==> src/rtl/llp_pkg.sv <==
// Shared types and constants for the LL(1) predictive parser.
// No dependencies.
package llp_pkg;

    typedef enum logic [1:0] {
        ACT_LOAD  = 2'd0,
        ACT_CLEAR = 2'd1,
        ACT_START = 2'd2,
        ACT_TOKEN = 2'd3
    } action_t;

    typedef enum logic [2:0] {
        ST_OK       = 3'd0,
        ST_CONSUMED = 3'd1,
        ST_ACCEPT   = 3'd2,
        ST_MISMATCH = 3'd3,
        ST_NOPROD   = 3'd4,
        ST_LEFTOVER = 3'd5,
        ST_OVERFLOW = 3'd6,
        ST_FULL     = 3'd7
    } status_t;

    typedef enum logic [1:0] {
        PH_IDLE    = 2'd0,
        PH_RUNNING = 2'd1,
        PH_DONE    = 2'd2
    } phase_t;

    typedef enum logic [3:0] {
        EX_IDLE,
        EX_DISPATCH,
        EX_SEARCH,
        EX_SRCH_WAIT,
        EX_TOP_RD,
        EX_TOP_WAIT,
        EX_DECIDE,
        EX_ENT_WAIT,
        EX_EXPAND,
        EX_PUSH,
        EX_RESULT
    } exec_state_t;

    localparam logic [0:0] CFG_START_SYMBOL = 1'b0;
    localparam logic [0:0] CFG_END_MARKER   = 1'b1;

    typedef struct packed {
        logic [1:0]  action;
        logic [7:0]  symbol;
        logic [7:0]  lookahead;
        logic [63:0] production;
        logic [3:0]  production_length;
    } in_item_t;

    typedef struct packed {
        logic [2:0] status;
        logic [8:0] stack_depth;
    } out_item_t;

endpackage

==> src/rtl/llp_queue.sv <==
// Small first-in first-out queue of input beats between the front and the back part.
// Depends on llp_pkg.
module llp_queue (
    input  logic              clk,
    input  logic              rst_n,
    input  logic              wr_valid,
    output logic              wr_ready,
    input  llp_pkg::in_item_t wr_data,
    output logic              rd_valid,
    input  logic              rd_ready,
    output llp_pkg::in_item_t rd_data
);
    import llp_pkg::*;

    in_item_t   slot_reg [2];
    logic       wr_ptr_reg;
    logic       rd_ptr_reg;
    logic [1:0] count_reg;
    logic       push;
    logic       pop;

    assign wr_ready = (count_reg != 2'd2);
    assign rd_valid = (count_reg != 2'd0);
    assign rd_data  = slot_reg[rd_ptr_reg];
    assign push     = wr_valid && wr_ready;
    assign pop      = rd_valid && rd_ready;

    always_ff @(posedge clk)
    begin
        if (push)
        begin
            slot_reg[wr_ptr_reg] <= wr_data;
        end
    end

    always_ff @(posedge clk or negedge rst_n)
    begin
        if (!rst_n)
        begin
            wr_ptr_reg <= 1'b0;
            rd_ptr_reg <= 1'b0;
            count_reg  <= 2'd0;
        end
        else
        begin
            if (push)
            begin
                wr_ptr_reg <= ~wr_ptr_reg;
            end
            if (pop)
            begin
                rd_ptr_reg <= ~rd_ptr_reg;
            end
            count_reg <= count_reg + {1'b0, push} - {1'b0, pop};
        end
    end

    assert property (@(posedge clk) disable iff (!rst_n) count_reg != 2'd3)
        else $error("queue count out of range");
    assert property (@(posedge clk) disable iff (!rst_n)
        (push && !pop) |=> (count_reg == $past(count_reg) + 2'd1))
        else $error("queue count missed a push");
    assert property (@(posedge clk) disable iff (!rst_n)
        (pop && !push) |=> (count_reg == $past(count_reg) - 2'd1))
        else $error("queue count missed a pop");

endmodule

==> config.mk <==
export PLATFORM = sky130hd
export DESIGN_NAME = llp_queue
export DESIGN_NICKNAME = d
export VERILOG_FILES = /design/src/rtl/llp_pkg.sv /design/src/rtl/llp_queue.sv
export SDC_FILE = /design/constraint.sdc
export NUM_CORES = 1
export LEC_CHECK = 0
export BUFFER_PORTS_ARGS = -buffer_cell sky130_fd_sc_hd__buf_4
export CAP_MARGIN = 0
export CORE_MARGIN = 2
export CORE_UTILIZATION = 35
export CTS_CLUSTER_SIZE = 12
export DETAILED_ROUTE_END_ITERATION = 7
export PLACE_DENSITY = 0.63
export SLEW_MARGIN = 10
export SYNTH_ARGS = -nofsm -noshare
export SYNTH_HDL_FRONTEND = slang
export SYNTH_SLANG_ARGS = --single-unit
==> constraint.sdc <==
create_clock -name clk -period 7.7 [get_ports clk]
set_clock_uncertainty 0.05 [all_clocks]
set_input_delay 1.925 -clock clk [delete_from_list [all_inputs] [get_ports clk]]
set_output_delay 1.925 -clock clk [all_outputs]
set_load 0.02 [all_outputs]
==> results.toml <==
[logic_synthesis]
synth_top_area_share_pct = 79.2
synth_warnings = 0
syn_area_um2 = 6520
synth_edf_count = 172
syn_nets = 377
avgSynthCellArea_um2 = 22.9
synth_seq_area_share_pct = 80.7
synthMuxAreaShare_pct = 16.6
synth_fa_ha_area_share_pct = 0.384
synth-xor-area-share_pct = 0.537
synth_ff_type = "edfxtp_1"
synth_top_family_by_area = "multiplexers"
netlist_instances = 285
synthSimpleGateAreaFrac_pct = 0.499
synth_area_leaders = "edfxtp_1, mux2_2, mux2_4, dfrtp_1, buf_6"
ys_ff_latch = 176
yosysTopAreaCell = "edfxtp_1"
synth_compound_area_share_pct = 0
synthArstFlopShare_pct = 2.27
ys_types = 16

[pwr]
ir_drop_v = 0.000178
p_sw_mw = 1.05
power_density_nw_per_um2 = 391
internal_power_mw = 2.33
combPwrFrac_pct = 35.2
p_leak_nw = 3.28
power_frac_seq_pct = 41.6
clock_power_share_pct = 23.2
switching_share_pct = 31.2

[global_route]
grt_pass1_wl_mm = 18.3
grt_usage_pct = 12.4
grt_pass1_vias = 3473
grt_max_degree = 58
grt_overflow = 0
grt_antenna_before_repair = 0

[min_path]
hold_path_end = "count_reg[0]"
holdPathStages = 1
hold_start = "count_reg[0]"
hold_path_class = "flip-flop to flip-flop"

[drt]
wl_mm = 12.0
drt_first_pass_iters = 5
drc = 0
routedWlPerCell_um = 16.8
num_vias = 3201
drt-initial-drc-count = 117
ant_nets = 0
viasPerCell = 4.47

[place]
io_buffer_count = 177
placed_area_um2 = 8100
dp_cells = 684
dp_hpwl_mm = 7.97
gp_congestion = 0.684

[final_layout]
areaGrowthSynthToFinish_pct = 32.5
fillers = 1541
largest_reg_flops = 172
final_cells = 716
fin_nets = 566
multi_input_area_um2 = 1190
fin_area_um2 = 8640
seq_area_um2 = 5270
num_antenna_cells = 0
drive_gt1_share_pct = 61.2

[cts]
tritoncts = "yes"
postCtsSetupBuffers = 0
cts.sinks = 176
cts-resized-gates = 0
clkTransAtPathRegs_ns = 0.06
root_buffer = "clkbuf_16"
cts_buffers = 17
clk_path_buf_depth = 2
clock_latency_ns = 0.41
holdBufCountCts = 0
cts_htree_levels = 4

[critical_path]
r2r-end = "slot_reg[0][47]"
rrSetupSlack_ns = 5.08
worstPathMaxFanout = 56
reg2reg_from = "count_reg[0]"
rr_worst_depth = 4
critPathKind = "flip-flop to output pin"
required_ns = 5.73
cp-end-kind = "output pin"
arrival_ns = 2.58
cp-start-kind = "flip-flop"

[timing]
hold_viol = 0
fin_tns_setup_ns = 0
max_freq_ghz = 0.220
fin_crit_sh_pct = 59.1
setup_violations = 0
tightest_slew_ns = 0.876
slew_headroom_pct = 41.5
slew_violations = 0
rsz0062_at_grt = "false"
fin_crit_ns = 4.55

[die]
start_util_pct = 35.9
ios = 178
placementRows = 49
chipWidth_um = 141
core_area_um2 = 18100
die_h_um = 141
die-area_um2 = 19700

[run_status]
status = "complete, no violations"

[flow_run]
cap_violations = 0
cells in the final DEF, fill, tap and decap left out:
cell type | synthesis | final
clkbuf_16 | 0 | 17
xnor2_1 | 3 | 3
inv_6 | 0 | 2
nor2_4 | 0 | 1
buf_4 | 0 | 180
dfrtp_1 | 4 | 3
inv_1 | 1 | 1
mux2_2 | 56 | 56
and2_1 | 1 | 1
ha_1 | 2 | 2
or2_2 | 1 | 1
clkinvlp_4 | 0 | 4
xor2_1 | 1 | 1
edfxtp_1 | 172 | 172
clkbuf_8 | 0 | 4
nand2_1 | 1 | 1
dfrtp_4 | 0 | 1
nand2b_1 | 1 | 1
and3_4 | 0 | 1
mux2_4 | 30 | 30
clkinv_2 | 0 | 1
clkbuf_1 | 0 | 4
final cells by class:
class	instances	share of cell area [%]
clock buffers	25	5.73
clock inverters	7	0.608
inverters	1	0.0434
multi-input cells	98	13.7
flip-flops and latches	176	60.9
well taps	229	3.31
repair buffers	180	15.6
per-stage QoR:
step | power, mW | setup slack [ns] | utilization (%) | hold slack (ns)
finish | 3.38 | 3.15 | 47.6 | 0.504
global route | 3.55 | 2.98 | 47.6 | 0.540
CTS | 3.43 | 3.06 | 47.6 | 0.511
detailed placement | 2.65 | 3.51 | 44.6 | 0.498
global placement | 2.63 | 3.54 | 44.6 | 0.449
floorplan | 2.20 | 1.51 | - | 0.411
critical path, cell delays in order (launching register included):
cell	delay (ns)
dfrtp_4	0.80
buf_4	0.72
mux2_2	0.44
buf_4	0.17
cells by family (layout without fill, tap and decap cells):
kind of cell	count (synthesis)	after routing
XOR/XNOR	4	4
adder cells (fa/ha/maj)	2	2
buffers and inverters	11	213
flip-flops	176	176
multiplexers	86	86
AND/OR/NAND/NOR	6	6
metal layers:
metal / vias to the layer above / track usage [%] / wire length (um)
li1: 1504 / - / -
met1: 1570 / 14.0 / 4860
met2: 113 / 21.6 / 6170
met3: 14 / 4.58 / 812
met4: 0 / 4.58 / 176
met5: - / 0 / 0
worst max path at each step:
stage	startpoint	end	slack [ns]	cells past startpoint
floorplan	wr_valid	slot_reg[0][0]	1.51	2
global placement	rd_ptr_reg	rd_data[85]	3.54	3
detailed placement	rd_ptr_reg	rd_data[85]	3.51	3
CTS	rd_ptr_reg	rd_data[85]	3.06	3
global route	rd_ptr_reg	rd_data[85]	2.98	3
finish	rd_ptr_reg	rd_data[4]	3.15	3
synth_stat cells, types with 2 or more instances:
cell type	number
buf_2	5
ha_1	2
mux2_2	56
mux2_4	30
dfrtp_1	4
buf_6	5
xnor2_1	3
edfxtp_1	172
power groups by stage:
stage / clock network (mW) / logic, mW / registers (mW)
detailed placement: 0 / 1.22 / 1.43
global placement: 0 / 1.21 / 1.42
CTS: 0.806 / 1.22 / 1.41
floorplan: 0 / 0.812 / 1.39
finish: 0.783 / 1.19 / 1.41
global route: 0.850 / 1.27 / 1.43
Note: power is estimated with default switching activity, not from simulation.
